## config.mk

```make
export PLATFORM = sky130hd
export DESIGN_NAME = mono_bitmap_expand_clip_blit
export DESIGN_NICKNAME = d
export VERILOG_FILES = /design/src/hdl/mbecb_pkg.sv /design/src/hdl/mbecb_lane.sv /design/src/hdl/mbecb_serial.sv /design/src/hdl/mono_bitmap_expand_clip_blit.sv
export SDC_FILE = /design/constraint.sdc
export NUM_CORES = 1
export LEC_CHECK = 0
export BUFFER_PORTS_ARGS = -buffer_cell sky130_fd_sc_hd__clkbuf_2
export CORE_MARGIN = 2
export CORE_UTILIZATION = 42
export DETAILED_ROUTE_END_ITERATION = 10
export PLACE_DENSITY_LB_ADDON = 0.1
export SLEW_MARGIN = 20
export SYNTH_ARGS = -nofsm -noshare
export SYNTH_HDL_FRONTEND = slang
export SYNTH_HIERARCHICAL = 1
export SYNTH_SLANG_ARGS = --single-unit
```

## constraint.sdc

```tcl
create_clock -name clk -period 11.5 [get_ports clk]
set_input_delay 2.3 -clock clk [delete_from_list [all_inputs] [get_ports clk]]
set_output_delay 2.3 -clock clk [all_outputs]
set_load 0.005 [all_outputs]
```

## src/hdl/mbecb_pkg.sv

```systemverilog
package mbecb_pkg;

  // One byte carries eight pixels, one per lane.
  localparam int LANES    = 8;
  localparam int LANE_W   = $clog2(LANES);
  localparam int OFFSET_W = 17;
  localparam int COLOUR_W = 16;

  typedef enum logic [2:0] {
    CFG_ORIGIN_X     = 3'd0,
    CFG_ORIGIN_Y     = 3'd1,
    CFG_BITMAP_WIDTH = 3'd2,
    CFG_CLIP_X       = 3'd3,
    CFG_CLIP_Y       = 3'd4,
    CFG_CLIP_WIDTH   = 3'd5,
    CFG_CLIP_HEIGHT  = 3'd6,
    CFG_COLOUR_PAIR  = 3'd7
  } cfg_reg_t;

  // Everything a lane needs that is common to the whole byte.
  typedef struct packed {
    logic [9:0]               col_base;
    logic [9:0]               bw;
    logic signed [17:0]       ox;
    logic signed [17:0]       cx;
    logic signed [17:0]       cx_end;
    logic                     y_in;
    logic [OFFSET_W-1:0]      y_term;
    logic [COLOUR_W-1:0]      fg;
    logic [COLOUR_W-1:0]      bg;
  } byte_ctx_t;

  // What one lane found for its pixel.
  typedef struct packed {
    logic                hit;
    logic [OFFSET_W-1:0] offset;
    logic [COLOUR_W-1:0] colour;
  } lane_res_t;

  function automatic logic [COLOUR_W-1:0] to_rgb565(input logic [23:0] c);
    return {c[23:19], c[15:10], c[7:3]};
  endfunction

endpackage

```

## src/hdl/mbecb_lane.sv

```systemverilog
module mbecb_lane #(
  parameter int LANE          = 0,
  parameter int SCREEN_WIDTH  = 480,
  parameter int SCREEN_HEIGHT = 272,
  parameter int ROTATION      = 0
) (
  input  mbecb_pkg::byte_ctx_t ctx,
  input  logic                 pix_bit,
  output mbecb_pkg::lane_res_t res
);
  import mbecb_pkg::*;

  localparam logic [OFFSET_W-1:0] W17 = OFFSET_W'(SCREEN_WIDTH);
  localparam logic [OFFSET_W-1:0] H17 = OFFSET_W'(SCREEN_HEIGHT);
  localparam logic [1:0]          ROT = 2'(ROTATION);

  logic [9:0]          col;
  logic signed [17:0]  x;
  logic                x_in;
  logic                in_bm;
  logic [OFFSET_W-1:0] x17;
  logic [OFFSET_W-1:0] x_term;

  assign col   = ctx.col_base + 10'(LANE);
  assign in_bm = col < ctx.bw;
  assign x     = ctx.ox + $signed({8'b0, col});
  assign x_in  = (x >= ctx.cx) && (x < ctx.cx_end);
  // Screen x is reduced to 16-bit two's complement before the offset math.
  assign x17   = {x[15], x[15:0]};

  always_comb begin
    unique case (ROT)
      2'd0:    x_term = x17;
      2'd1:    x_term = OFFSET_W'(x17 * W17);
      2'd2:    x_term = W17 - OFFSET_W'(1) - x17;
      default: x_term = OFFSET_W'((H17 - OFFSET_W'(1) - x17) * W17);
    endcase
  end

  assign res.hit    = in_bm && ctx.y_in && x_in;
  assign res.offset = x_term + ctx.y_term;
  assign res.colour = pix_bit ? ctx.bg : ctx.fg;

endmodule

```

## src/hdl/mbecb_serial.sv

```systemverilog
module mbecb_serial (
  input  logic                 clk,
  input  logic                 rst,
  input  logic                 load_valid,
  input  mbecb_pkg::lane_res_t lanes [mbecb_pkg::LANES],
  output logic                 load_ready,
  output logic                 out_valid,
  input  logic                 out_stall,
  output logic [16:0]          pixel_offset,
  output logic [15:0]          pixel_color,
  output logic                 last_of_byte
);
  import mbecb_pkg::*;

  logic [LANES-1:0]    mask;
  logic [LANES-1:0]    mask_next;
  logic [LANES-1:0]    rest;
  logic [LANES-1:0]    new_mask;
  logic [OFFSET_W-1:0] offs [LANES];
  logic [COLOUR_W-1:0] cols [LANES];
  logic [LANE_W-1:0]   sel;
  logic                fire;
  logic                load;

  always_comb begin
    sel = '0;
    for (int i = LANES - 1; i >= 0; i--) begin
      if (mask[i]) begin
        sel = LANE_W'(i);
      end
    end
  end

  always_comb begin
    for (int i = 0; i < LANES; i++) begin
      new_mask[i] = lanes[i].hit;
    end
  end

  assign rest       = mask & (mask - LANES'(1));
  assign out_valid  = mask != '0;
  assign fire       = out_valid && !out_stall;
  assign load_ready = (mask == '0) || (fire && rest == '0);
  assign load       = load_valid && load_ready;

  assign pixel_offset = offs[sel];
  assign pixel_color  = cols[sel];
  assign last_of_byte = rest == '0;

  always_comb begin
    if (load) begin
      mask_next = new_mask;
    end else if (fire) begin
      mask_next = rest;
    end else begin
      mask_next = mask;
    end
  end

  always_ff @(posedge clk) begin
    if (rst) begin
      mask <= '0;
    end else begin
      mask <= mask_next;
    end
  end

  always_ff @(posedge clk) begin
    if (load) begin
      for (int i = 0; i < LANES; i++) begin
        offs[i] <= lanes[i].offset;
        cols[i] <= lanes[i].colour;
      end
    end
  end

`ifndef SYNTHESIS
  a_pop_keeps_rest: assert property (@(posedge clk) disable iff (rst)
    (fire && rest != '0) |=> (mask == $past(rest)))
    else $error("pixel mask lost or gained bits while a byte was draining");

  a_last_is_single: assert property (@(posedge clk) disable iff (rst)
    (out_valid && last_of_byte) |-> $onehot(mask))
    else $error("last pixel flagged while more pixels remain");

  a_load_gives_output: assert property (@(posedge clk) disable iff (rst)
    load |=> out_valid)
    else $error("loaded byte produced no pixel write");
`endif

endmodule

```

## src/hdl/mono_bitmap_expand_clip_blit.sv

```systemverilog
// Monochrome color-expansion blit with clipping. Bytes of a 1-bit-per-pixel
// bitmap (leftmost pixel in bit 7, rows padded to whole bytes) come in on the
// input channel; each visible pixel leaves as one frame-buffer write carrying
// its rotated pixel offset (modulo 2^17), its RGB565 color (foreground for a
// 0 bit, background for a 1 bit) and a flag on the last write of the byte.
// Eight lanes judge the eight pixels of a byte in parallel, and a drain stage
// then hands out the hits one per cycle while the output is not stalled, left
// to right. A byte with no visible pixel makes no write and does not wait for
// the drain stage. The next byte is taken while the current one drains, so a
// steady stream runs at one write per cycle while the output is not stalled.
// Registers are to be written through the cfg port only while the block is
// idle; the block itself does not enforce this. The start_of_image flag
// restarts the row and byte counters at this item.
module mono_bitmap_expand_clip_blit #(
  parameter int SCREEN_WIDTH  = 480,
  parameter int SCREEN_HEIGHT = 272,
  parameter int ROTATION      = 0
) (
  input  logic        clk,
  input  logic        rst,
  // Configuration write channel.
  input  logic        cfg_valid,
  output logic        cfg_ready,
  input  logic [2:0]  cfg_index,
  input  logic [47:0] cfg_data,
  // Bitmap input channel.
  input  logic        in_valid,
  output logic        in_stall,
  input  logic [7:0]  pix_byte,
  input  logic        start_of_image,
  // Pixel write channel.
  output logic        out_valid,
  input  logic        out_stall,
  output logic [16:0] pixel_offset,
  output logic [15:0] pixel_color,
  output logic        last_of_byte
);
  import mbecb_pkg::*;

  localparam logic [OFFSET_W-1:0] W17 = OFFSET_W'(SCREEN_WIDTH);
  localparam logic [OFFSET_W-1:0] H17 = OFFSET_W'(SCREEN_HEIGHT);
  localparam logic [1:0]          ROT = 2'(ROTATION);

  // Configuration registers.
  logic signed [15:0] origin_x;
  logic signed [15:0] origin_y;
  logic [9:0]         bm_width;
  logic signed [15:0] clip_x;
  logic signed [15:0] clip_y;
  logic [14:0]        clip_w;
  logic [14:0]        clip_h;
  logic [47:0]        colour_pair;

  // Bitmap position counters.
  logic [9:0] row_count;
  logic [6:0] byte_in_row;
  logic [9:0] row_count_next;
  logic [6:0] byte_in_row_next;
  logic [9:0] cur_row;
  logic [6:0] cur_bir;
  logic [7:0] bytes_per_row;
  logic       row_end;

  // Input stage: the accepted byte and where it sits in the bitmap.
  logic       a_valid;
  logic [7:0] a_data;
  logic [9:0] a_row;
  logic [6:0] a_bir;

  logic in_fire;
  logic a_consume;
  logic ser_ready;
  logic any_hit;

  logic signed [17:0]  y;
  logic signed [17:0]  cy;
  logic signed [17:0]  cy_end;
  logic [OFFSET_W-1:0] y17;
  logic [OFFSET_W-1:0] y_term;

  byte_ctx_t ctx;
  lane_res_t lane_res [LANES];

  // The port never holds off a register write.
  assign cfg_ready = 1'b1;

  always_ff @(posedge clk) begin
    if (rst) begin
      origin_x    <= '0;
      origin_y    <= '0;
      bm_width    <= 10'd1;
      clip_x      <= '0;
      clip_y      <= '0;
      clip_w      <= '0;
      clip_h      <= '0;
      colour_pair <= '0;
    end else if (cfg_valid && cfg_ready) begin
      unique case (cfg_reg_t'(cfg_index))
        CFG_ORIGIN_X:     origin_x    <= cfg_data[15:0];
        CFG_ORIGIN_Y:     origin_y    <= cfg_data[15:0];
        CFG_BITMAP_WIDTH: bm_width    <= cfg_data[9:0];
        CFG_CLIP_X:       clip_x      <= cfg_data[15:0];
        CFG_CLIP_Y:       clip_y      <= cfg_data[15:0];
        CFG_CLIP_WIDTH:   clip_w      <= cfg_data[14:0];
        CFG_CLIP_HEIGHT:  clip_h      <= cfg_data[14:0];
        CFG_COLOUR_PAIR:  colour_pair <= cfg_data;
      endcase
    end
  end

  // Handshake. The input stage empties when its byte has no visible pixel
  // or when the drain stage can take the lane results.
  assign a_consume = a_valid && (!any_hit || ser_ready);
  assign in_stall  = a_valid && !a_consume;
  assign in_fire   = in_valid && !in_stall;

  // Row and byte counters advance as each byte is accepted. A byte index at
  // or past the row length (after a width change) also ends the row, and a
  // zero width makes every byte a row of its own.
  assign bytes_per_row = 8'((11'(bm_width) + 11'd7) >> 3);
  assign cur_row       = start_of_image ? '0 : row_count;
  assign cur_bir       = start_of_image ? '0 : byte_in_row;
  assign row_end       = ({1'b0, cur_bir} + 8'd1) >= bytes_per_row;

  always_comb begin
    if (row_end) begin
      byte_in_row_next = '0;
      row_count_next   = cur_row + 10'd1;
    end else begin
      byte_in_row_next = cur_bir + 7'd1;
      row_count_next   = cur_row;
    end
  end

  always_ff @(posedge clk) begin
    if (rst) begin
      row_count   <= '0;
      byte_in_row <= '0;
      a_valid     <= 1'b0;
    end else begin
      if (in_fire) begin
        row_count   <= row_count_next;
        byte_in_row <= byte_in_row_next;
        a_valid     <= 1'b1;
      end else if (a_consume) begin
        a_valid     <= 1'b0;
      end
    end
  end

  always_ff @(posedge clk) begin
    if (in_fire) begin
      a_data <= pix_byte;
      a_row  <= cur_row;
      a_bir  <= cur_bir;
    end
  end

  // Row terms shared by all lanes: the vertical clip test at full precision
  // and the row's share of the rotated offset.
  assign y      = $signed({{2{origin_y[15]}}, origin_y}) + $signed({8'b0, a_row});
  assign cy     = $signed({{2{clip_y[15]}}, clip_y});
  assign cy_end = cy + $signed({3'b0, clip_h});
  assign y17    = {y[15], y[15:0]};

  always_comb begin
    unique case (ROT)
      2'd0:    y_term = OFFSET_W'(y17 * W17);
      2'd1:    y_term = W17 - OFFSET_W'(1) - y17;
      2'd2:    y_term = OFFSET_W'((H17 - OFFSET_W'(1) - y17) * W17);
      default: y_term = y17;
    endcase
  end

  assign ctx.col_base = {a_bir, 3'b000};
  assign ctx.bw       = bm_width;
  assign ctx.ox       = $signed({{2{origin_x[15]}}, origin_x});
  assign ctx.cx       = $signed({{2{clip_x[15]}}, clip_x});
  assign ctx.cx_end   = $signed({{2{clip_x[15]}}, clip_x}) + $signed({3'b0, clip_w});
  assign ctx.y_in     = (y >= cy) && (y < cy_end);
  assign ctx.y_term   = y_term;
  assign ctx.fg       = to_rgb565(colour_pair[47:24]);
  assign ctx.bg       = to_rgb565(colour_pair[23:0]);

  // One lane per pixel of the byte; lane 0 is the leftmost pixel (bit 7).
  for (genvar g = 0; g < LANES; g++) begin : g_lane
    mbecb_lane #(
      .LANE          (g),
      .SCREEN_WIDTH  (SCREEN_WIDTH),
      .SCREEN_HEIGHT (SCREEN_HEIGHT),
      .ROTATION      (ROTATION)
    ) u_lane (
      .ctx     (ctx),
      .pix_bit (a_data[LANES-1-g]),
      .res     (lane_res[g])
    );
  end

  always_comb begin
    any_hit = 1'b0;
    for (int i = 0; i < LANES; i++) begin
      any_hit = any_hit | lane_res[i].hit;
    end
  end

  // Drain stage: holds one byte's hits and hands them out one per cycle while the output is not stalled.
  mbecb_serial u_serial (
    .clk          (clk),
    .rst          (rst),
    .load_valid   (a_valid && any_hit),
    .lanes        (lane_res),
    .load_ready   (ser_ready),
    .out_valid    (out_valid),
    .out_stall    (out_stall),
    .pixel_offset (pixel_offset),
    .pixel_color  (pixel_color),
    .last_of_byte (last_of_byte)
  );

`ifndef SYNTHESIS
  a_stall_needs_item: assert property (@(posedge clk) disable iff (rst)
    in_stall |-> (a_valid && any_hit && !ser_ready))
    else $error("input held off without a byte waiting on the drain stage");

  a_accept_fills_stage: assert property (@(posedge clk) disable iff (rst)
    in_fire |=> a_valid)
    else $error("accepted byte did not reach the input stage");

  a_out_held_while_stalled: assert property (@(posedge clk) disable iff (rst)
    (out_valid && out_stall) |=> (out_valid && $stable(pixel_offset)
      && $stable(pixel_color) && $stable(last_of_byte)))
    else $error("pixel write changed while the output was stalled");
`endif

endmodule

```

==> flow_summary.json <==
{
  "status": "completed",
  "p_leak_nw": 20.4,
  "yosys.area_share.simple_pct": 15.6,
  "synth_top_family_by_area": "adder cells",
  "start_util_pct": 42.3,
  "fin_nets": 6006,
  "ioPinCount": 102,
  "syn_area_um2": 44500,
  "crit_required_ps": 9200,
  "worstReg2RegEnd": "u_serial/cols[4][8]$_DFFE_PP_",
  "yosys_warnings": 6,
  "min_from": "origin_x[2]$_SDFFE_PP0P_",
  "synth_compound_gate_area_share_pct": 18.0,
  "numPortBuffers": 89,
  "synth-async-reset-ratio_pct": 0,
  "dp_hpwl_um": 110000,
  "period_needed_ps": 9890,
  "r2r_start": "a_row[4]$_DFFE_PP_",
  "detail-route-antenna-nets": 0,
  "grt_max_degree": 132,
  "arrival_ps": 7590,
  "num_rows": 119,
  "min_path_cells": 2,
  "dr.pass1.iters": 5,
  "cts-buffers-inserted": 53,
  "clk_path_buf_depth": 3,
  "die_y_um": 329,
  "pre_cts_ws_ps": 2350,
  "grtUsageTotal_pct": 25.6,
  "cp_max_fo": 8,
  "clkLatencyLatePin_ps": 650,
  "clock_sinks": 451,
  "place_area_um2": 47200,
  "final_min_period_over_clock_period_pct": 86.0,
  "h-tree-depth": 2,
  "coreArea_um2": 105000,
  "syn_avg_cell_area_um2": 8.87,
  "routed-via-count": 36600,
  "gp_congestion": 0.911,
  "synth-adder-area-share_pct": 20.5,
  "ys_seq_area_share_pct": 26.8,
  "max_freq_mhz": 101,
  "gr-total-overflow": 0,
  "finalSetupViolations": 0,
  "avgRoutedWirePerCell_um": 21.2,
  "synth-xor-area-share_pct": 6.84,
  "cts_hold_buf": 0,
  "layout_commonest_cell": "ha_1",
  "whs_endpoint": "origin_x[2]$_SDFFE_PP0P_",
  "final_cell_mix": "671 x ha_1, 539 x inv_1, 466 x nand2_1",
  "busiest_layer": "met2",
  "drive_gt1_share_pct": 11.8,
  "yosys.area.top_type_share_pct": 19.5,
  "fin_ws_ps": 1610,
  "vdd_drop_max_v": 0.000133,
  "cts-root-buf": "clkbuf_16",
  "final_area_um2": 49000,
  "worstSetupPathType": "register to output port",
  "yosys_register_bits": 451,
  "grt_util_met2_pct": 39.6,
  "drc_errors": 0,
  "pwr_density_cell_nw_per_um2": 143,
  "synth.mux.area_fraction_pct": 6.22,
  "cts_resized": 0,
  "endpoint_kind": "output port",
  "ff2ff_setup_slack_ps": 2700,
  "grt_first_pass_wirelength_um": 211000,
  "slew-limit-headroom_pct": 24.3,
  "fin_hold_ws_ps": 456,
  "synth_top_cell_by_area": "edfxtp_1",
  "r2r_cells": 28,
  "cts.reportedPaths.clkPinSlew_ps": 60,
  "wirelength_um": 142000,
  "netlist_top_cells_area": "edfxtp_1 20%, ha_1 19%, dfxtp_1 7.3%",
  "tritoncts": "yes",
  "finalHoldViolCount": 0,
  "tns_ps": 0,
  "antenna_found_initial": 1,
  "drv_cap": 0,
  "min_path_type": "register to register",
  "skew_ps": 36.7,
  "start_kind": "register",
  "finalNonFillerCells": 6673,
  "place_inst": 6573,
  "die_w_um": 329,
  "first_global_vias": 33700,
  "synth_edf_count": 289,
  "gr-usage-met3_pct": 2.87,
  "drv_slew": 0,
  "synthFlopType": "edfxtp_1",
  "postCtsSetupRepairBufs": 0,
  "synthCells": 5016,
  "area_growth_pct": 10.1,
  "drt_iter0_markers": 2700,
  "worst_slew_pin_slew_ps": 1130,
  "crit_start": "a_row[4]$_DFFE_PP_",
  "rsz0062_at_grt": "no",
  "via_per_inst": 5.48,
  "dieArea_um2": 109000,
  "synth_cell_types": 118,
  "use_met1_pct": 38.5
}
registers in the layout, summed over array words and instances (netlist names):
register       flops
a_data             8
byte_in_row        7
a_valid            1
u_serial/mask      8
a_row             10
clip_h            15
origin_y          16
row_count         10
a_bir              7
clip_y            16
u_serial/cols    128
origin_x          16
colour_pair       32
clip_x            16
clip_w            15
u_serial/offs    136
bm_width          10
stage by stage:
step	util [%]	total power [mW]
floorplan	-	4.39
global placement	44.9	5.23
detailed placement	44.9	5.26
CTS	46.6	6.99
global route	46.6	7.42
finish	46.6	7.00
metal layers:
layer | part of all wire (%) | wire length (um) | vias to the layer above
li1 | - | - | 18300
met1 | 50 | 71400 | 17400
met2 | 43 | 61000 | 764
met3 | 4.7 | 6680 | 114
met4 | 1.7 | 2460 | 0
met5 | 0 | 0 | -
cells by family (layout without fill, tap and decap cells):
family	after synthesis	after routing
AND/OR/NAND/NOR	1424	1424
AO/OA/AOI/OAI	1180	1180
adder cells (fa/ha/maj)	709	709
buffers and inverters	669	808
flip-flops	451	451
XOR/XNOR	341	341
multiplexers	240	240
other	2	129
synth_stat cells, types with 30 or more instances:
master    count
nor4_2       30
o211ai_1     40
a211oi_1     61
o21ai_0     143
a21o_1      119
fa_1         32
nand3_1     102
xnor2_1     212
mux2_2      194
nor2b_1     106
nor3_1       50
ha_1        671
o21a_1       42
and3_1       42
nor2_1      395
dfxtp_1     162
edfxtp_1    289
nand2_1     467
clkbuf_1     69
a21oi_1     435
nand2b_1     40
xor2_1      124
nand4_1      74
inv_1       540
how the worst max path moves through the flow:
| stage | depth (start not counted) | to |
|---|---|---|
| global placement | 24 | in_stall |
| finish | 24 | in_stall |
| CTS | 24 | in_stall |
| global route | 24 | in_stall |
| floorplan | 30 | u_serial/cols[0][0]$_DFFE_PP_ |
| detailed placement | 24 | in_stall |
area by class of cell:
type                            count  area, um^2
Clock buffer                       70        1440
Fill cell                       10300       56200
Timing Repair Buffer              168        1070
Tap cell                         1391        1740
Sequential cell                   451       11900
Multi-Input combinational cell   4022       30400
Clock inverter                     28         302
Antenna cell                        1        2.50
Inverter                          542        2040
worst max-delay path, stage by stage (launching register included):
cell,delay (ps)
edfxtp_1,380
ha_1,370
a2111oi_0,760
o21a_1,260
nor2_1,60
xor2_1,640
ha_1,250
nand4_1,80
or4_1,550
a211o_1,310
o2111ai_1,80
a22oi_1,130
maj3_2,310
a211oi_1,220
o211a_1,190
buf_4,220
inv_1,60
a211oi_1,510
o211ai_1,180
a211oi_1,520
nor4_1,130
nand2_1,280
nand2_1,150
nor2_1,140
clkbuf_2,130
report_power, final:
group	switching, mW	total, mW	internal [mW]
registers	0.0784	2.16	2.08
clock network	0.716	1.71	0.995
logic	1.93	3.13	1.20
Power figures use the tool's default switching activity.
